`src/rtl/core/lbp_pkg.sv`:
```
// Package: types and constants of the LSB-first bit packer
`timescale 1ns / 1ps
package lbp_pkg;

    localparam int LBP_MAX_WIDTH   = 32;
    localparam int LBP_COUNT_BITS  = 32;
    localparam int LBP_QUEUE_DEPTH = 4;

    typedef enum logic {
        OP_SHOVE = 1'b0,
        OP_FLUSH = 1'b1
    } t_opcode;

    // One queued job: up to four bytes to emit, lowest byte first
    typedef struct packed {
        logic [31:0] data;
        logic [2:0]  nbytes;
        logic        present;
    } t_lbp_entry;

endpackage

```
`src/rtl/core/lbp_front.sv`:
```
// Front end: merges incoming codes with the partial byte and queues whole bytes
`timescale 1ns / 1ps
module lbp_front #(
    parameter int MAX_WIDTH = 32
) (
    input  logic                i_clk,
    input  logic                i_rst_n,
    input  logic                i_valid,
    output logic                o_ready,
    input  logic                i_opcode,
    input  logic [5:0]          i_width,
    input  logic [31:0]         i_value,
    input  logic                i_full,
    output logic                o_push,
    output lbp_pkg::t_lbp_entry o_entry
);
    import lbp_pkg::*;

    logic [2:0]  r_pend;
    logic [7:0]  r_part;
    logic [2:0]  n_pend;
    logic [7:0]  n_part;
    logic [5:0]  w_sat;
    logic [32:0] mask33;
    logic [31:0] val_m;
    logic [39:0] acc;
    logic [5:0]  total;
    logic [2:0]  nb;
    logic        accept;
    logic        is_flush;

    assign o_ready  = !i_full;
    assign accept   = i_valid && !i_full;
    assign is_flush = (t_opcode'(i_opcode) == OP_FLUSH);

    always_comb begin
        w_sat  = (i_width > 6'(MAX_WIDTH)) ? 6'(MAX_WIDTH) : i_width;
        mask33 = (33'd1 << w_sat) - 33'd1;
        val_m  = i_value & mask33[31:0];
        acc    = (40'(val_m) << r_pend) | 40'(r_part);
        total  = 6'(r_pend) + w_sat;
        nb     = total[5:3];
    end

    always_comb begin
        o_entry = '0;
        n_pend  = r_pend;
        n_part  = r_part;
        if (is_flush) begin
            o_entry.data    = 32'(r_part);
            o_entry.nbytes  = 3'd1;
            o_entry.present = (r_pend != 3'd0);
            n_pend          = 3'd0;
            n_part          = 8'd0;
        end else begin
            o_entry.data    = acc[31:0];
            o_entry.nbytes  = nb;
            o_entry.present = 1'b1;
            n_pend          = total[2:0];
            case (nb)
                3'd0:    n_part = acc[7:0];
                3'd1:    n_part = acc[15:8];
                3'd2:    n_part = acc[23:16];
                3'd3:    n_part = acc[31:24];
                3'd4:    n_part = acc[39:32];
                default: n_part = acc[7:0];
            endcase
        end
    end

    // A shove that completes no byte queues nothing
    assign o_push = accept && (is_flush || (nb != 3'd0));

    always_ff @(posedge i_clk) begin
        if (!i_rst_n) begin
            r_pend <= 3'd0;
            r_part <= 8'd0;
        end else if (accept) begin
            r_pend <= n_pend;
            r_part <= n_part;
        end
    end

endmodule

```
`src/rtl/core/lbp_queue.sv`:
```
// Short job queue between front and back end
`timescale 1ns / 1ps
module lbp_queue #(
    parameter int DEPTH = 4
) (
    input  logic                i_clk,
    input  logic                i_rst_n,
    input  logic                i_push,
    input  lbp_pkg::t_lbp_entry i_entry,
    output logic                o_full,
    input  logic                i_pop,
    output logic                o_empty,
    output lbp_pkg::t_lbp_entry o_head
);
    import lbp_pkg::*;

    localparam int PTR_BITS = (DEPTH > 1) ? $clog2(DEPTH) : 1;

    t_lbp_entry          r_mem [DEPTH];
    logic [PTR_BITS:0]   r_wr;
    logic [PTR_BITS:0]   r_rd;

    assign o_empty = (r_wr == r_rd);
    assign o_full  = (r_wr[PTR_BITS] != r_rd[PTR_BITS]) &&
                     (r_wr[PTR_BITS-1:0] == r_rd[PTR_BITS-1:0]);
    assign o_head  = r_mem[r_rd[PTR_BITS-1:0]];

    always_ff @(posedge i_clk) begin
        if (i_push) begin
            r_mem[r_wr[PTR_BITS-1:0]] <= i_entry;
        end
    end

    always_ff @(posedge i_clk) begin
        if (!i_rst_n) begin
            r_wr <= '0;
            r_rd <= '0;
        end else begin
            if (i_push) begin
                r_wr <= r_wr + 1'b1;
            end
            if (i_pop) begin
                r_rd <= r_rd + 1'b1;
            end
        end
    end

endmodule

```
`src/rtl/core/lbp_back.sv`:
```
// Back end: emits queued bytes one per cycle unless stalled, and keeps the byte count
`timescale 1ns / 1ps
module lbp_back #(
    parameter int COUNT_BITS = 32
) (
    input  logic                i_clk,
    input  logic                i_rst_n,
    input  logic                i_empty,
    input  lbp_pkg::t_lbp_entry i_head,
    output logic                o_pop,
    output logic                o_valid,
    input  logic                i_ready,
    output logic [7:0]          o_byte,
    output logic                o_present,
    output logic                o_last,
    output logic [31:0]         o_count
);
    import lbp_pkg::*;

    logic                  r_valid;
    logic [1:0]            r_idx;
    logic [COUNT_BITS-1:0] r_total;
    logic [7:0]            r_byte;
    logic                  r_present;
    logic                  r_last;
    logic [31:0]           r_count;
    logic [COUNT_BITS-1:0] n_total;
    logic [63:0]           total_ext;
    logic [7:0]            sel_byte;
    logic                  load;
    logic                  take;
    logic                  is_last;

    assign load    = !r_valid || i_ready;
    assign take    = load && !i_empty;
    assign is_last = ({1'b0, r_idx} == (i_head.nbytes - 3'd1));
    assign o_pop   = take && is_last;

    always_comb begin
        case (r_idx)
            2'd0:    sel_byte = i_head.data[7:0];
            2'd1:    sel_byte = i_head.data[15:8];
            2'd2:    sel_byte = i_head.data[23:16];
            2'd3:    sel_byte = i_head.data[31:24];
            default: sel_byte = i_head.data[7:0];
        endcase
        n_total   = r_total + COUNT_BITS'(i_head.present);
        total_ext = 64'(n_total);
    end

    always_ff @(posedge i_clk) begin
        if (!i_rst_n) begin
            r_valid <= 1'b0;
            r_idx   <= 2'd0;
            r_total <= '0;
        end else if (load) begin
            r_valid <= !i_empty;
            if (take) begin
                r_total <= n_total;
                r_idx   <= is_last ? 2'd0 : r_idx + 2'd1;
            end
        end
    end

    always_ff @(posedge i_clk) begin
        if (take) begin
            r_byte    <= i_head.present ? sel_byte : 8'd0;
            r_present <= i_head.present;
            r_last    <= is_last;
            r_count   <= total_ext[31:0];
        end
    end

    assign o_valid   = r_valid;
    assign o_byte    = r_byte;
    assign o_present = r_present;
    assign o_last    = r_last;
    assign o_count   = r_count;

endmodule

```
`src/rtl/core/lsb_first_bit_packer_unit.sv`:
```
// Top level of the LSB-first bit packer
`timescale 1ns / 1ps
// Packs variable-width codes into a byte stream, least significant bit first.
// Input channel (s_axis): tuser carries the opcode (shove or flush), tdata the
// width (0..32, larger values saturate to MAX_WIDTH) and the code value. A shove
// appends the low width bits to the pending partial byte; each byte that fills
// up leaves as one item, so a shove gives zero to four items. A flush pads the
// partial byte with zeros and always gives exactly one item; with nothing
// pending that item has tuser low and only carries the byte count.
// Output channel (m_axis): tdata holds the byte and the running count of bytes
// written, tuser says a byte is present, tlast marks the last item of an input.
// The first item of an input passes through the job queue and then the back-end
// output register. Throughput: one output item per cycle while the receiver is
// ready, set by the single output register in the back end. The front end
// takes a new item every cycle while the four-entry job queue has room.
// Reset clears the partial byte, the byte count and the queue.
// When the receiver stalls the output item holds, the queue fills and then
// s_axis_tready drops; nothing is dropped.
module lsb_first_bit_packer_unit #(
    parameter int MAX_WIDTH  = lbp_pkg::LBP_MAX_WIDTH,
    parameter int COUNT_BITS = lbp_pkg::LBP_COUNT_BITS
) (
    input  logic        i_clk,
    input  logic        i_rst_n,
    input  logic        s_axis_tvalid,
    output logic        s_axis_tready,
    input  logic [39:0] s_axis_tdata,  // [5:0] field_width, [37:6] field_value, zero pad
    input  logic        s_axis_tuser,  // [0] opcode
    output logic        m_axis_tvalid,
    input  logic        m_axis_tready,
    output logic [39:0] m_axis_tdata,  // [7:0] out_byte, [39:8] bytes_written
    output logic        m_axis_tuser,  // [0] byte_present
    output logic        m_axis_tlast   // last_of_run
);
    import lbp_pkg::*;

    t_lbp_entry push_entry;
    t_lbp_entry head_entry;
    logic       push;
    logic       pop;
    logic       full;
    logic       empty;
    logic [7:0] out_byte;
    logic [31:0] out_count;

    // Classify and merge codes with the partial byte
    lbp_front #(
        .MAX_WIDTH (MAX_WIDTH)
    ) u_front (
        .i_clk    (i_clk),
        .i_rst_n  (i_rst_n),
        .i_valid  (s_axis_tvalid),
        .o_ready  (s_axis_tready),
        .i_opcode (s_axis_tuser),
        .i_width  (s_axis_tdata[5:0]),
        .i_value  (s_axis_tdata[37:6]),
        .i_full   (full),
        .o_push   (push),
        .o_entry  (push_entry)
    );

    // Hold completed jobs until the back end drains them
    lbp_queue #(
        .DEPTH (LBP_QUEUE_DEPTH)
    ) u_queue (
        .i_clk   (i_clk),
        .i_rst_n (i_rst_n),
        .i_push  (push),
        .i_entry (push_entry),
        .o_full  (full),
        .i_pop   (pop),
        .o_empty (empty),
        .o_head  (head_entry)
    );

    // Emit one byte per cycle unless stalled, and advance the count
    lbp_back #(
        .COUNT_BITS (COUNT_BITS)
    ) u_back (
        .i_clk     (i_clk),
        .i_rst_n   (i_rst_n),
        .i_empty   (empty),
        .i_head    (head_entry),
        .o_pop     (pop),
        .o_valid   (m_axis_tvalid),
        .i_ready   (m_axis_tready),
        .o_byte    (out_byte),
        .o_present (m_axis_tuser),
        .o_last    (m_axis_tlast),
        .o_count   (out_count)
    );

    assign m_axis_tdata = {out_count, out_byte};

endmodule

```
`config.mk`:
```
export PLATFORM = sky130hd
export DESIGN_NAME = lsb_first_bit_packer_unit
export DESIGN_NICKNAME = d
export VERILOG_FILES = /design/src/rtl/core/lbp_pkg.sv /design/src/rtl/core/lbp_front.sv /design/src/rtl/core/lbp_queue.sv /design/src/rtl/core/lbp_back.sv /design/src/rtl/core/lsb_first_bit_packer_unit.sv
export SDC_FILE = /design/constraint.sdc
export NUM_CORES = 1
export LEC_CHECK = 0
export ABC_CLOCK_PERIOD_IN_PS = 6300
export BUFFER_PORTS_ARGS = -buffer_cell sky130_fd_sc_hd__buf_2
export CAP_MARGIN = 30
export CORE_MARGIN = 2
export CORE_UTILIZATION = 25
export CTS_BUF_LIST = sky130_fd_sc_hd__clkbuf_16
export CTS_CLUSTER_DIAMETER = 80
export DETAILED_ROUTE_END_ITERATION = 8
export HOLD_SLACK_MARGIN = 0.03
export PLACE_DENSITY = 0.38
export SETUP_SLACK_MARGIN = 0.02
export SLEW_MARGIN = 20
export SYNTH_ARGS = -nofsm -noshare
export SYNTH_HDL_FRONTEND = slang
export SYNTH_SLANG_ARGS = --single-unit
```
`constraint.sdc`:
```
create_clock -name i_clk -period 6.3 [get_ports i_clk]
set_clock_uncertainty 0.2 [all_clocks]
set_input_delay 1.26 -clock i_clk [delete_from_list [all_inputs] [get_ports i_clk]]
set_output_delay 1.26 -clock i_clk [all_outputs]
set_load 0.01 [all_outputs]
```
# [Yosys cells after proc, flatten, opt, wreduce, memory -nomap -nowiden]
# Memories as Yosys holds them, arrays and structs flattened. A register that Yosys moved wholly into a read port is not among the register bits.
# Index checks and enable logic that the tools add are counted.
# Widths: inputs -> output; s select.
[op_classes] n_addsub=7 eq_ne=11 n_lt_le_gt_ge=1 n_bitwise=2 mux=11 n_reduce_logical=14 shift=2
[ops] op="$pmux 8 s4" count=2
[ops] op="$or 40x8->40" count=1
[ops] op="$shl 32x3->40" count=1
[ops] op="$mux 36" count=1
[ops] op="$add 32x1->32" count=1
[ops] op="$and 32x32->32" count=1
[ops] op="$shl 1x6->32 const A" count=1
[ops] op="$sub 32x1->32 const B" count=1
[ops] op="$mux 8" count=1
[ops] op="$add 3x1->3 const B" count=2
[ops] op="$add 3x6->6" count=1
[ops] op="$eq 3x2->1 const B" count=2
[ops] op="$gt 6x6->1 const B" count=1
[ops] op="$mux 2" count=3
[ops] op="$mux 6" count=1
[ops] op="$reduce_bool 3->1" count=2
[ops] op="$logic_and 1x1->1" count=5
[ops] op="$eq 2x2->1 const B" count=2
[ops] op="$eq 2x3->1" count=1
[ops] op="$eq 3x1->1 const B" count=1
[ops] op="$eq 3x3->1" count=1
[ops] op="$eq 3x3->1 const B" count=1
[ops] op="$logic_not 1->1" count=3
[ops] op="$mux 3" count=1
[ops] op="other kinds (9)" count=11
[totals] word_cells=60 memories=1 ff_bits=94 inputBits=45 ramBits=144 out_inout_bits=44
[memory_table] memory="u_queue.r_mem" depth=4 word_bits=36 read_ports=1 rd_ports_with_merged_regs=1 wr=1 line_no="lbp_queue.sv:19" rtl="t_lbp_entry r_mem [DEPTH];"

# [Logic depth before layout (Yosys ltp)]
[logic_depth] depth_word=9 ltp_mapped=15 mapped_depth_nobuf=10

# [Cells and area by module]
# From an unflattened synthesis, not the netlist that was laid out.
[hier_totals] cells_unflattened=1220 hier_area_um2=13427.9
[modules_own_cells] module="lbp_queue" cells_each=229 seq_area_each_um2=4484.3 area_each_um2=5651.7 instances=1
[modules_own_cells] module="lbp_front" cells_each=613 seq_area_each_um2=220.2 area_each_um2=3953.8 instances=1
[modules_own_cells] module="lbp_back" cells_each=378 seq_area_each_um2=1961.9 area_each_um2=3822.4 instances=1

# [Least setup slack after synthesis]
# No wires, ideal clock.
[synth_timing] kind="in2reg" from="input s_axis_tdata[5]" to="memory u_queue.r_mem[3][0] (netlist bit), enable pin" path_buffers=3 stages=11 path_slack_ps=1002 arrival_ps=4700 setup_ps=398 t_required_ps=5702 path_cell_list="buf_2 > buf_1 > clkbuf_1 > nor2b_1 > ha_1 > fa_1 > a21oi_1 > o21ai_0 > a21o_1 > a41oi_2 > and2_1"
[synth_via] elab_chain_len=8
[synth_lines] element="start, declared" line_no="lsb_first_bit_packer_unit.sv:27" rtl="input logic [39:0] s_axis_tdata,"
[synth_lines] element="$gt 6x6->1" line_no="lbp_front.sv:37" rtl="w_sat = (i_width > 6'(MAX_WIDTH)) ? 6'(MAX_WIDTH) : i_width;"
[synth_lines] element="$mux 6 (*)" line_no="lbp_front.sv:37"
[synth_lines] element="$add 3x6->6 (*)" line_no="lbp_front.sv:41" rtl="total = 6'(r_pend) + w_sat;"
[synth_lines] element="$reduce_bool 3->1 (*)" line_no="lbp_front.sv:72" rtl="assign o_push = accept && (is_flush || (nb != 3'd0));"
[synth_lines] element="$logic_or 1x1->1 (*)" line_no="lbp_front.sv:72"
[synth_lines] element="$logic_and 1x1->1 (*)" line_no="lbp_front.sv:72"
[synth_lines] element="$mux 1 (*)" line_no="lbp_queue.sv:29" rtl="if (i_push) begin"
[synth_lines] element="$mux 1 (implied by the code) (*)" line_no="lbp_queue.sv:30" rtl="r_mem[r_wr[PTR_BITS-1:0]] <= i_entry;"
[synth_lines] element="end, declared" line_no="lbp_queue.sv:19"
# Mark *: on every way between the ends. The rest lies on a longest branch, timed or not.

==> metrics.md <==
| Metric | Value |
|---|---|
| Switching part of the total | about 28% |
| Die area | between 0.05 and 0.06 mm2 |
| Fmax | slightly above 0.2 GHz |
| Total gr overflow | 0 |
| CTS tree | built |
| Residual DRC | 0 |
| Fin area | ~0.015 mm2 |
| Final ANT Viol Nets | 0 |
| RR Endpoint | u_front.r_part[3]$_SDFFE_PN0P_ |
| Reg2Reg Setup Slack | ~2.6 ns |
| Post-Route WL | approximately 40 mm |
| Initial Util | around a quarter |
| CP Launch Point | s_axis_tdata[2] |
| Min Tclk post-route | around 5 ns |
| Commonest non-fill, non-tap cell in the layout | edfxtp_1 |
| Worst VDD drop | around 0.00017 V |
| Netlist cell types | 91 |
| Req. time, crit path | around 6.4 ns |
| Slew HR | a little under two fifths |
| I/O pin cnt | 89 |
| Clock Sinks | 240 |
| Vias per cell | between 4 and 5 |
| First-pass GRT wire length | about 60 mm |
| Area grow syn2layout | 16.4% |
| Sequential group share of total power | between 40% and 50% |
| Netlist Area Pre-Place | about 0.013 mm2 |
| Dpl hpwl | 27.2 mm |
| HP Class | reg2reg |
| Startpoint types | input pin |
| Port bufs | 86 |
| Worst r2r src | u_front.r_pend[0]$_SDFFE_PN0P_ |
| CP endpoint kind | flop |
| CTS resizes | 0 |
| PwrDens | approximately 280 mW/mm2 |
| Die H | about 230 um |
| Total GRT Usage | roughly 15% |
| Chip width | 232 um |
| Most frequent cells in the layout | 186 x edfxtp_1, 86 x buf_2, 80 x nor2_1 |
| Mapped Cells | roughly 1,200 |
| Sequential fraction of the synthesis area | a little over 50% |
| Critical path type | in2reg |
| Fin. max-slew vios | 0 |
| Fin nets | around 1,300 |
| Critical Path AT | about 4.9 ns |
| Leak Pwr | 5.22 nW |
| Net Count, Synth | about 1,200 |
| Logic pwr share | approximately 17% |
| Max Root-Sink Buffers | 3 |
| Post-CTS Hold Buffers | 0 |
| Clock power frac | 38.0% |
| Endpoints failing hold | 0 |
| Final hold slack | 0.270 ns |
| Clock latency on the worst-skew pair | around 0.55 ns |
| Worst-Margin Slew | 0.929 ns |
| H-tree Lvls | 1 |
| Placer Congestion | approximately 0.87 |
| Largest net degree at the start of global routing | between 60 and 70 |
| Tcrit/Tclk final | just under 80% |
| Initial antenna violation count | 2 |
| Critical Path End | u_queue.r_mem[2][17]$_DFFE_PP_ |
| Ys async rst share | 0% |
| Dominant synthesized flop cell | edfxtp_1 |
| Internal power | slightly above 3 mW |
| Area of placed instances | approximately 0.014 mm2 |
| #FFs+latches synth | 240 |
| Total setup buffers inserted after CTS | 0 |
| Max-cap violation count | 0 |
| Switching Power | around 1.2 mW |
| Maximum fanout along the worst path | 22 |
| Core area | roughly 0.051 mm2 |
| Setup_tns | 0 ns |
| Routed len/inst | about 21 um |
| Final core occ | approximately 30% |
| Rows | 83 |
| Vias in the first global route | 9,486 |
| Post-synth EDFFs | 186 |
| Final Setup Violations | 0 |
| Total CTS buffers | 28 |
| Pre-antenna DRT Iters | 5 |
| Via count | around 9,600 |
| Layout cells sized above 1 | 18.8% |
| Clk root buf | clkbuf_16 |
| Initial drt markers | 592 |
| Clock transition at path regs | about 0.060 ns |
| R2R depth | 8 |
| Status | complete, no violations |
| RSZ-0062 raised after global routing | false |
| Synth warnings | 0 |
| Syn avg cell area | 11.2 um2 |
power by group through the flow:
stage	clock, mW	combinational [mW]	sequential (mW)
2_1_floorplan	0	0.428	1.97
3_3_place_gp	0	0.754	1.95
3_5_place_dp	0	0.750	1.95
4_1_cts	1.69	0.752	1.91
5_1_grt	1.75	0.826	1.92
6_report	1.63	0.748	1.91
worst min-delay path by stage:
| stage | to | startpoint | depth (start not counted) | slack [ns] |
|---|---|---|---|---|
| 6_report | u_back.r_total[0]$_SDFFE_PN0P_ | u_back.r_total[0]$_SDFFE_PN0P_ | 2 | 0.27 |
| 5_1_grt | u_back.r_total[0]$_SDFFE_PN0P_ | u_back.r_total[0]$_SDFFE_PN0P_ | 2 | 0.31 |
| 4_1_cts | u_back.r_total[0]$_SDFFE_PN0P_ | u_back.r_total[0]$_SDFFE_PN0P_ | 2 | 0.28 |
| 3_5_place_dp | u_back.r_total[0]$_SDFFE_PN0P_ | u_back.r_total[0]$_SDFFE_PN0P_ | 2 | 0.27 |
| 3_3_place_gp | u_back.r_total[0]$_SDFFE_PN0P_ | u_back.r_total[0]$_SDFFE_PN0P_ | 2 | 0.26 |
| 2_1_floorplan | u_back.r_total[0]$_SDFFE_PN0P_ | u_back.r_total[0]$_SDFFE_PN0P_ | 2 | 0.25 |
sequential cells by signal, indices dropped and copies added, names as in the netlist, 2 cells and up, named ones only:
signal,flops
u_back.o_byte,8
u_back.o_count,32
u_back.r_idx,2
u_back.r_total,32
u_front.r_part,8
u_front.r_pend,3
u_queue.r_mem,144
u_queue.r_rd,3
u_queue.r_wr,3
cell families after synthesis:
logic type,count (synthesis),synth area share [%]
simple gates,393,16.2
buf+inv,104,3.26
xor+xnor,72,4.84
fa+ha+maj,17,1.69
flops,240,51.2
compound gates,284,15.6
mux,49,7.28
worst max-delay path, cell delays in order:
cell and delay (ns):
buf_2 0.10, or4_1 0.71, or3b_2 0.51, ha_1 0.31
buf_6 0.21, nor3_1 0.36, a41oi_1 0.28, a2111oi_0 0.46
a211oi_1 0.21, a211oi_1 0.51
layout make-up:
cell class,count,area [um2]
Tap cell,680,851
Antenna cell,1,2.50
Inverter,22,82.6
Clock inverter,24,229
Sequential cell,240,6670
Fill cell,5344,36200
Clock buffer,28,701
Multi-Input combinational cell,815,5940
Timing Repair Buffer,115,684
per-stage QoR:
stage | instances | power (mW) | worst slack, ns
floorplan | 1159 | 2.40 | 1.00
global placement | 1870 | 2.70 | 0.728
detailed placement | 1870 | 2.70 | 0.727
CTS | 1922 | 4.36 | 1.31
global route | 1924 | 4.50 | 1.02
finish | 1925 | 4.29 | 1.45
cell usage after synthesis (17+ instances only):
library cell / n / area share (%)
a21oi_1: 60 / 2.3
a31oi_1: 17 / 0.82
and2_1: 42 / 2.0
buf_2: 17 / 0.65
clkbuf_1: 54 / 1.6
dfxtp_1: 54 / 8.3
edfxtp_1: 186 / 43
inv_1: 20 / 0.58
mux4_2: 36 / 6.2
nand2_1: 78 / 2.2
nand2b_1: 19 / 0.91
nand3_1: 42 / 1.6
nor2_1: 80 / 2.3
nor2b_1: 26 / 1.2
nor3_1: 22 / 0.85
o21ai_0: 35 / 1.3
xnor2_1: 49 / 3.3
xor2_1: 23 / 1.5
per-layer routing:
metal	wire length, um	share of wire (%)	track usage [%]
met5	0	0	0
met4	869	2.2	3.87
met1	18400	47	20.1
met3	1600	4.0	2.08
met2	18700	47	24.1
(Power assumes the default switching activity.)
